--- src/hdl/imudp_pkg.sv ---
// ============================================================================
// imudp_pkg
// Shared types and codes for the inertial datagram field parser.
// ============================================================================
`default_nettype none

package imudp_pkg;

    // Field kind codes carried on each result beat
    localparam logic [3:0] KIND_GYRO         = 4'd0;
    localparam logic [3:0] KIND_ACCEL        = 4'd1;
    localparam logic [3:0] KIND_INCLINE      = 4'd2;
    localparam logic [3:0] KIND_GYRO_TEMP    = 4'd3;
    localparam logic [3:0] KIND_ACCEL_TEMP   = 4'd4;
    localparam logic [3:0] KIND_INCLINE_TEMP = 4'd5;
    localparam logic [3:0] KIND_AUX          = 4'd6;
    localparam logic [3:0] KIND_COUNTER      = 4'd7;
    localparam logic [3:0] KIND_LATENCY      = 4'd8;
    localparam logic [3:0] KIND_CRC          = 4'd9;

    // Field position once the CRC has been taken
    localparam logic [4:0] DONE_POS = 5'd20;

    // Register indexes (byte address / 4)
    localparam logic [2:0] REG_INCLUDE_GYRO        = 3'd0;
    localparam logic [2:0] REG_INCLUDE_ACCEL       = 3'd1;
    localparam logic [2:0] REG_INCLUDE_INCLINE     = 3'd2;
    localparam logic [2:0] REG_INCLUDE_TEMPERATURE = 3'd3;
    localparam logic [2:0] REG_INCLUDE_AUXILIARY   = 3'd4;

    // Input beat
    typedef struct packed {
        logic [7:0] data_byte;
        logic       frame_start;
    } in_item_t;

    // Result beat
    typedef struct packed {
        logic [3:0]         field_kind;
        logic [1:0]         axis_index;
        logic signed [23:0] sensor_value;
        logic [31:0]        meta_value;
        logic               status_ok;
        logic               last_field;
    } out_item_t;

    // Section include flags
    typedef struct packed {
        logic include_gyro;
        logic include_accel;
        logic include_incline;
        logic include_temperature;
        logic include_auxiliary;
    } cfg_t;

    // Parser state
    typedef struct packed {
        logic [4:0]  field_position;
        logic [2:0]  byte_in_field;
        logic [1:0]  axis_count;
        logic [31:0] assembly;
        logic        status_seen_nonzero;
    } parse_state_t;

endpackage

`default_nettype wire

--- src/hdl/imudp_step.sv ---
// ============================================================================
// imudp_step
// Next-state and result logic for one payload byte of the datagram.
// ============================================================================
`default_nettype none

module imudp_step import imudp_pkg::*; #(
    parameter int AXIS_COUNT     = 3,
    parameter int INERTIAL_BYTES = 3,
    parameter int TEMP_BYTES     = 2,
    parameter int AUX_BYTES      = 3,
    parameter int LATENCY_BYTES  = 2,
    parameter int CRC_BYTES      = 4
) (
    input  wire parse_state_t state_in,
    input  wire cfg_t         cfg,
    input  wire in_item_t     item,
    output parse_state_t      state_out,
    output out_item_t         result,
    output logic              emit
);

    localparam logic [2:0] INER_N = 3'(INERTIAL_BYTES);
    localparam logic [2:0] TEMP_N = 3'(TEMP_BYTES);
    localparam logic [2:0] AUX_N  = 3'(AUX_BYTES);
    localparam logic [2:0] LAT_N  = 3'(LATENCY_BYTES);
    localparam logic [2:0] CRC_N  = 3'(CRC_BYTES);
    localparam logic [2:0] AXIS_N = 3'(AXIS_COUNT);

    parse_state_t st;
    logic [9:0]   present;
    logic [3:0]   sec;
    logic         sec_start;
    logic [31:0]  base;
    logic [31:0]  asm_new;
    logic [2:0]   n_bytes;
    logic         found;

    // Which sections the datagram holds
    assign present = {3'b111,
                      cfg.include_auxiliary,
                      cfg.include_temperature & cfg.include_incline,
                      cfg.include_temperature & cfg.include_accel,
                      cfg.include_temperature & cfg.include_gyro,
                      cfg.include_incline,
                      cfg.include_accel,
                      cfg.include_gyro};

    always_comb begin
        st        = state_in;
        if (item.frame_start) begin
            st = '0;
        end
        state_out = st;
        result    = '0;
        emit      = 1'b0;
        sec       = st.field_position[4:1];
        sec_start = 1'b0;
        base      = st.assembly;
        asm_new   = '0;
        n_bytes   = 3'd1;
        found     = 1'b0;

        if (st.field_position < DONE_POS) begin
            if (st.field_position[0]) begin
                // Status byte: fold into the flag, move on to the next section
                if (item.data_byte != 8'd0) begin
                    state_out.status_seen_nonzero = 1'b1;
                end
                state_out.field_position = {sec + 4'd1, 1'b0};
            end else begin
                // Section entry: skip sections that are not included
                sec_start = (st.byte_in_field == 3'd0) && (st.axis_count == 2'd0);
                if (sec_start) begin
                    for (int i = 0; i < 10; i++) begin
                        if (!found && (4'(i) >= sec) && present[i]) begin
                            sec   = 4'(i);
                            found = 1'b1;
                        end
                    end
                    base = '0;
                    state_out.field_position = {sec, 1'b0};
                end
                asm_new = {base[23:0], item.data_byte};

                // Bytes in this field
                if (sec <= KIND_INCLINE) begin
                    n_bytes = INER_N;
                end else if (sec <= KIND_INCLINE_TEMP) begin
                    n_bytes = TEMP_N;
                end else if (sec == KIND_AUX) begin
                    n_bytes = AUX_N;
                end else if (sec == KIND_COUNTER) begin
                    n_bytes = 3'd1;
                end else if (sec == KIND_LATENCY) begin
                    n_bytes = LAT_N;
                end else begin
                    n_bytes = CRC_N;
                end

                if ((4'(st.byte_in_field) + 4'd1) < 4'(n_bytes)) begin
                    state_out.byte_in_field = st.byte_in_field + 3'd1;
                    state_out.assembly      = asm_new;
                end else begin
                    // Field complete
                    emit              = 1'b1;
                    result.field_kind = sec;
                    result.axis_index = (sec <= KIND_INCLINE_TEMP) ? st.axis_count : 2'd0;
                    if (sec <= KIND_AUX) begin
                        if (n_bytes == 3'd3) begin
                            result.sensor_value = asm_new[23:0];
                        end else begin
                            result.sensor_value = {{8{asm_new[15]}}, asm_new[15:0]};
                        end
                    end else begin
                        result.meta_value = asm_new;
                    end
                    result.last_field = (sec == KIND_CRC);
                    result.status_ok  = (sec == KIND_CRC) && !st.status_seen_nonzero;

                    state_out.byte_in_field = 3'd0;
                    state_out.assembly      = '0;
                    if (sec <= KIND_INCLINE_TEMP) begin
                        if ((3'(st.axis_count) + 3'd1) >= AXIS_N) begin
                            state_out.axis_count     = 2'd0;
                            state_out.field_position = {sec, 1'b1};
                        end else begin
                            state_out.axis_count = st.axis_count + 2'd1;
                        end
                    end else if (sec == KIND_AUX) begin
                        state_out.field_position = {KIND_AUX, 1'b1};
                    end else if (sec < KIND_CRC) begin
                        state_out.field_position = {sec + 4'd1, 1'b0};
                    end else begin
                        state_out.field_position = DONE_POS;
                    end
                end
            end
        end
    end

endmodule

`default_nettype wire

--- src/hdl/imu_datagram_field_parser.sv ---
// ============================================================================
// imu_datagram_field_parser
// Byte-serial parser for inertial sensor datagram payloads.
// ============================================================================
// Takes one payload byte per clock unless a completed field must wait, and
// returns one result beat per completed field (sensor sample, counter, latency
// or CRC); status bytes and bytes after the CRC give no beat. A byte is
// registered in the input register on acceptance and decoded from there into
// the result register. Throughput is one byte per cycle, set by the single
// decode stage. While a result waits on m_ready, bytes that complete no field
// still move on; the next byte that completes a field holds the input until
// the waiting beat is taken. The include flags must be written over the APB
// port only while the parser is idle; the block itself does not enforce it.
// ============================================================================
`default_nettype none

module imu_datagram_field_parser import imudp_pkg::*; #(
    parameter int AXIS_COUNT     = 3,
    parameter int INERTIAL_BYTES = 3,
    parameter int TEMP_BYTES     = 2,
    parameter int AUX_BYTES      = 3,
    parameter int LATENCY_BYTES  = 2,
    parameter int CRC_BYTES      = 4
) (
    input  wire         aclk,
    input  wire         aresetn,
    // Byte input
    input  wire         s_valid,
    output logic        s_ready,
    input  wire         in_item_t s_payload,
    // Result output
    output logic        m_valid,
    input  wire         m_ready,
    output out_item_t   m_payload,
    // Configuration
    input  wire         psel,
    input  wire         penable,
    input  wire         pwrite,
    input  wire  [4:0]  paddr,
    input  wire  [31:0] pwdata,
    output logic [31:0] prdata,
    output logic        pready
);

    cfg_t         cfg_reg;
    parse_state_t state_reg;
    parse_state_t state_next;
    in_item_t     in_item_reg;
    logic         in_valid_reg;
    out_item_t    out_item_reg;
    out_item_t    result;
    logic         m_valid_reg;
    logic         emit;
    logic         advance;
    logic         cfg_write;

    // Configuration registers
    assign pready    = 1'b1;
    assign cfg_write = psel && penable && pwrite;

    always_ff @(posedge aclk) begin
        if (!aresetn) begin
            cfg_reg <= '{include_gyro: 1'b1, include_accel: 1'b1, include_incline: 1'b1,
                         include_temperature: 1'b1, include_auxiliary: 1'b0};
        end else if (cfg_write) begin
            unique case (paddr[4:2])
                REG_INCLUDE_GYRO:        cfg_reg.include_gyro        <= pwdata[0];
                REG_INCLUDE_ACCEL:       cfg_reg.include_accel       <= pwdata[0];
                REG_INCLUDE_INCLINE:     cfg_reg.include_incline     <= pwdata[0];
                REG_INCLUDE_TEMPERATURE: cfg_reg.include_temperature <= pwdata[0];
                REG_INCLUDE_AUXILIARY:   cfg_reg.include_auxiliary   <= pwdata[0];
                default: ;
            endcase
        end
    end

    // Register read-back
    always_comb begin
        prdata = '0;
        unique case (paddr[4:2])
            REG_INCLUDE_GYRO:        prdata[0] = cfg_reg.include_gyro;
            REG_INCLUDE_ACCEL:       prdata[0] = cfg_reg.include_accel;
            REG_INCLUDE_INCLINE:     prdata[0] = cfg_reg.include_incline;
            REG_INCLUDE_TEMPERATURE: prdata[0] = cfg_reg.include_temperature;
            REG_INCLUDE_AUXILIARY:   prdata[0] = cfg_reg.include_auxiliary;
            default:                 prdata    = '0;
        endcase
    end

    // Decode of the registered byte
    imudp_step #(
        .AXIS_COUNT     (AXIS_COUNT),
        .INERTIAL_BYTES (INERTIAL_BYTES),
        .TEMP_BYTES     (TEMP_BYTES),
        .AUX_BYTES      (AUX_BYTES),
        .LATENCY_BYTES  (LATENCY_BYTES),
        .CRC_BYTES      (CRC_BYTES)
    ) u_step (
        .state_in  (state_reg),
        .cfg       (cfg_reg),
        .item      (in_item_reg),
        .state_out (state_next),
        .result    (result),
        .emit      (emit)
    );

    // Byte leaves the input register unless its result has nowhere to go
    assign advance = in_valid_reg && (!emit || !m_valid_reg || m_ready);
    assign s_ready = !in_valid_reg || advance;

    // Input register and parser state
    always_ff @(posedge aclk) begin
        if (!aresetn) begin
            in_valid_reg <= 1'b0;
            state_reg    <= '0;
        end else begin
            if (s_valid && s_ready) begin
                in_valid_reg <= 1'b1;
            end else if (advance) begin
                in_valid_reg <= 1'b0;
            end
            if (advance) begin
                state_reg <= state_next;
            end
        end
    end

    always_ff @(posedge aclk) begin
        if (s_valid && s_ready) begin
            in_item_reg <= s_payload;
        end
    end

    // Result register
    always_ff @(posedge aclk) begin
        if (!aresetn) begin
            m_valid_reg <= 1'b0;
        end else if (advance && emit) begin
            m_valid_reg <= 1'b1;
        end else if (m_ready) begin
            m_valid_reg <= 1'b0;
        end
    end

    always_ff @(posedge aclk) begin
        if (advance && emit) begin
            out_item_reg <= result;
        end
    end

    assign m_valid   = m_valid_reg;
    assign m_payload = out_item_reg;

endmodule

`default_nettype wire
--- config.mk ---
export PLATFORM = sky130hd
export DESIGN_NAME = imu_datagram_field_parser
export DESIGN_NICKNAME = d
export VERILOG_FILES = /design/src/hdl/imudp_pkg.sv /design/src/hdl/imudp_step.sv /design/src/hdl/imu_datagram_field_parser.sv
export SDC_FILE = /design/constraint.sdc
export NUM_CORES = 1
export LEC_CHECK = 0
export ABC_AREA = 0
export BUFFER_PORTS_ARGS = -buffer_cell sky130_fd_sc_hd__buf_4
export CAP_MARGIN = 20
export CELL_PAD_IN_SITES_DETAIL_PLACEMENT = 1
export CELL_PAD_IN_SITES_GLOBAL_PLACEMENT = 1
export CORE_UTILIZATION = 42
export DETAILED_ROUTE_END_ITERATION = 12
export PLACE_DENSITY = 0.89
export SLEW_MARGIN = 10
export SYNTH_ARGS = -nofsm -noshare
export SYNTH_HDL_FRONTEND = slang
export SYNTH_HIERARCHICAL = 1
export SYNTH_SLANG_ARGS = --single-unit
--- constraint.sdc ---
create_clock -name aclk -period 8.3 [get_ports aclk]
set_input_delay 0.415 -clock aclk [delete_from_list [all_inputs] [get_ports aclk]]
set_output_delay 0.415 -clock aclk [all_outputs]
set_load 0.01 [all_outputs]
==> flow_summary_export.csv <==
group,metric,value,unit
grt,grt_pass1_vias,5448,
power_and_ir_drop,ir_drop,144,uV
power_and_ir_drop,finalPower,1.53,mW
grt,grt_overflow,0,
power_and_ir_drop,power.leakage,3.01,nW
finish,antenna_cells,0,
setup_path,crit_fanout,32,
clocking,root_buffer,"clkbuf_16",
grt,grt_usage,0.231,
finish,largest_register_ffs,64,
logic_synthesis,netlist_instances,654,
sta,final.min_clock_period,6950,ps
setup_path,critPathArrivalTime,7040,ps
power_and_ir_drop,power.density,202,mW/mm^2
placement,routabilityCongestion,0.902,
drt,wl_met2,8980,um
floorplanning,fp-row-count,44,
clocking,cts_buffers,17,
clocking,h-tree-depth,4,
logic_synthesis,postSynthAreaPerCell,9.86,um^2
sta,fmax,144,MHz
finish,nets,787,
drt,vias,5292,
drt,drt-total-wl,17800,um
setup_path,reg2reg_depth,25,
sta,fin_setup_tns,0,ps
setup_path,critical_path_class,"reg2reg",
setup_path,rrSetupSlack,1350,ps
finish,utilization,0.515,
setup_path,cp_slowest_cell,"and2_2",
clocking,cts_resized,0,
sta,whs,154,ps
floorplanning,die_width,126,um
sta,rsz0062_at_grt,"false",
setup_path,crit_path_start_kind,"flip-flop",
setup_path,critical_path.max_stage_delay,650,ps
grt,grt_pass1_wl,28300,um
drt,wl_per_cell,19.4,um
drt,antenna_left,0,
clocking,clk_latency,430,ps
sta,worstMarginPinSlew,799,ps
clocking,cts_tree,"built",
sta,hold_viol,0,
sta,finalSetupViolCount,0,
logic_synthesis,syn_area,0.00645,mm^2
clocking,post_cts.repair.setup_buffers,0,
clocking,cts.sinks,115,
sta,slew_violations,0,
setup_path,crit_path_end_kind,"flip-flop",
grt,antenna_found_initial,0,
drt,drt-initial-drc-count,332,
hold_path,min_path_cells,1,
floorplanning,core-area,0.0148,mm^2
drt,top_layer,"met4",
drt,wl_met1,7370,um
drt,vias_per_cell,5.75,
clocking,clk_path_buf_depth,2,
drt,routed-wl-met3,791,um
sta,maxSlewHeadroom,0.468,
run,max_cap_violations,0,
outcome,outcome,"finished, final reports clean",
clocking,clk_pin_slew,60,ps
floorplanning,ios,152,
sta,skew,14.1,ps
floorplanning,die_area,0.0159,mm^2
setup_path,crit_top_cell,"ha_1",
floorplanning,die_h,126,um
grt,grt_max_degree,79,
placement,dp_hpwl,12500,um
floorplanning,start_util,0.437,
finish,drive_above_1_share,0.208,
finish,areaGrowthSynthToFinish,17.8,%
sta,post-route-period-util,0.837,
placement,portBuffers,86,
logic_synthesis,yosys_warnings,6,
clocking,holdBufCountCts,0,
drt,route.detailed.drc,0,
hold_path,hold_class,"in2reg",
drt,dr.pass1.iters,5,
setup_path,cp.required,8390,ps
## layout by cell type (no fill, tap or decap), types with 4 or more instances in the layout
cell       count
o21ai_0       14
buf_4         94
dfxtp_1       42
a32o_1         6
edfxtp_1      73
and3_1        16
nand4_1        7
a32oi_1       12
clkbuf_16     17
nor2_1        42
a21oi_1       36
nor2b_1        8
o21a_1         4
conb_1        32
bufinv_16      5
nand2_1      121
inv_1         13
nor3_1        24
mux2i_1       39
o21ai_1        8
o22ai_1       10
ha_1          10
nand3_1        9
and2_1        13
o211ai_1       4
## per-layer routing
layer,global-route usage,vias to the layer above
met5,0,-
met4,0.123,0
met3,0.0586,56
met2,0.408,181
met1,0.256,2615
li1,-,2440
## critical path: cells and delay by family (launching register included)
kind                       cells  cell delay, ps
AOI/OAI and AO/OA              9            2000
adders and majority gates      3             870
buffers and inverters          4             940
DFF                            1             410
and+or+nand+nor                9            2330
## power breakdown
part	total, mW	leakage [nW]	switching, mW	internal, mW
Sequential	0.622	1.11	0.00759	0.614
Clock	0.811	0.313	0.270	0.541
Combinational	0.101	1.59	0.0697	0.0310
Total	1.53	3.01	0.347	1.19
## through the flow
step,setup WS [ps],std cells,instance area [um^2]
after floorplan,1610,684,6560
after global placement,1700,889,6950
after detailed placement,1490,889,6950
after CTS,1430,921,7590
after global routing,978,921,7590
final,1350,921,7590
## worst paths after layout
path	endpoint	from
setup / recovery	m_payload[47]	state_reg[39]
hold / removal	in_item_reg[0]	s_payload[0]
setup reg to reg	m_payload[47]	state_reg[39]
hold reg to reg	state_reg[24]	state_reg[24]
## cell type report
type / instances / area (um^2)
Sequential cell: 115 / 3030
Timing Repair Buffer: 94 / 706
Inverter: 15 / 56.3
Fill cell: 1648 / 7160
Clock buffer: 20 / 447
Multi-Input combinational cell: 481 / 2920
Tap cell: 184 / 230
Clock inverter: 12 / 201
Note: power is estimated with default switching activity, not from simulation.
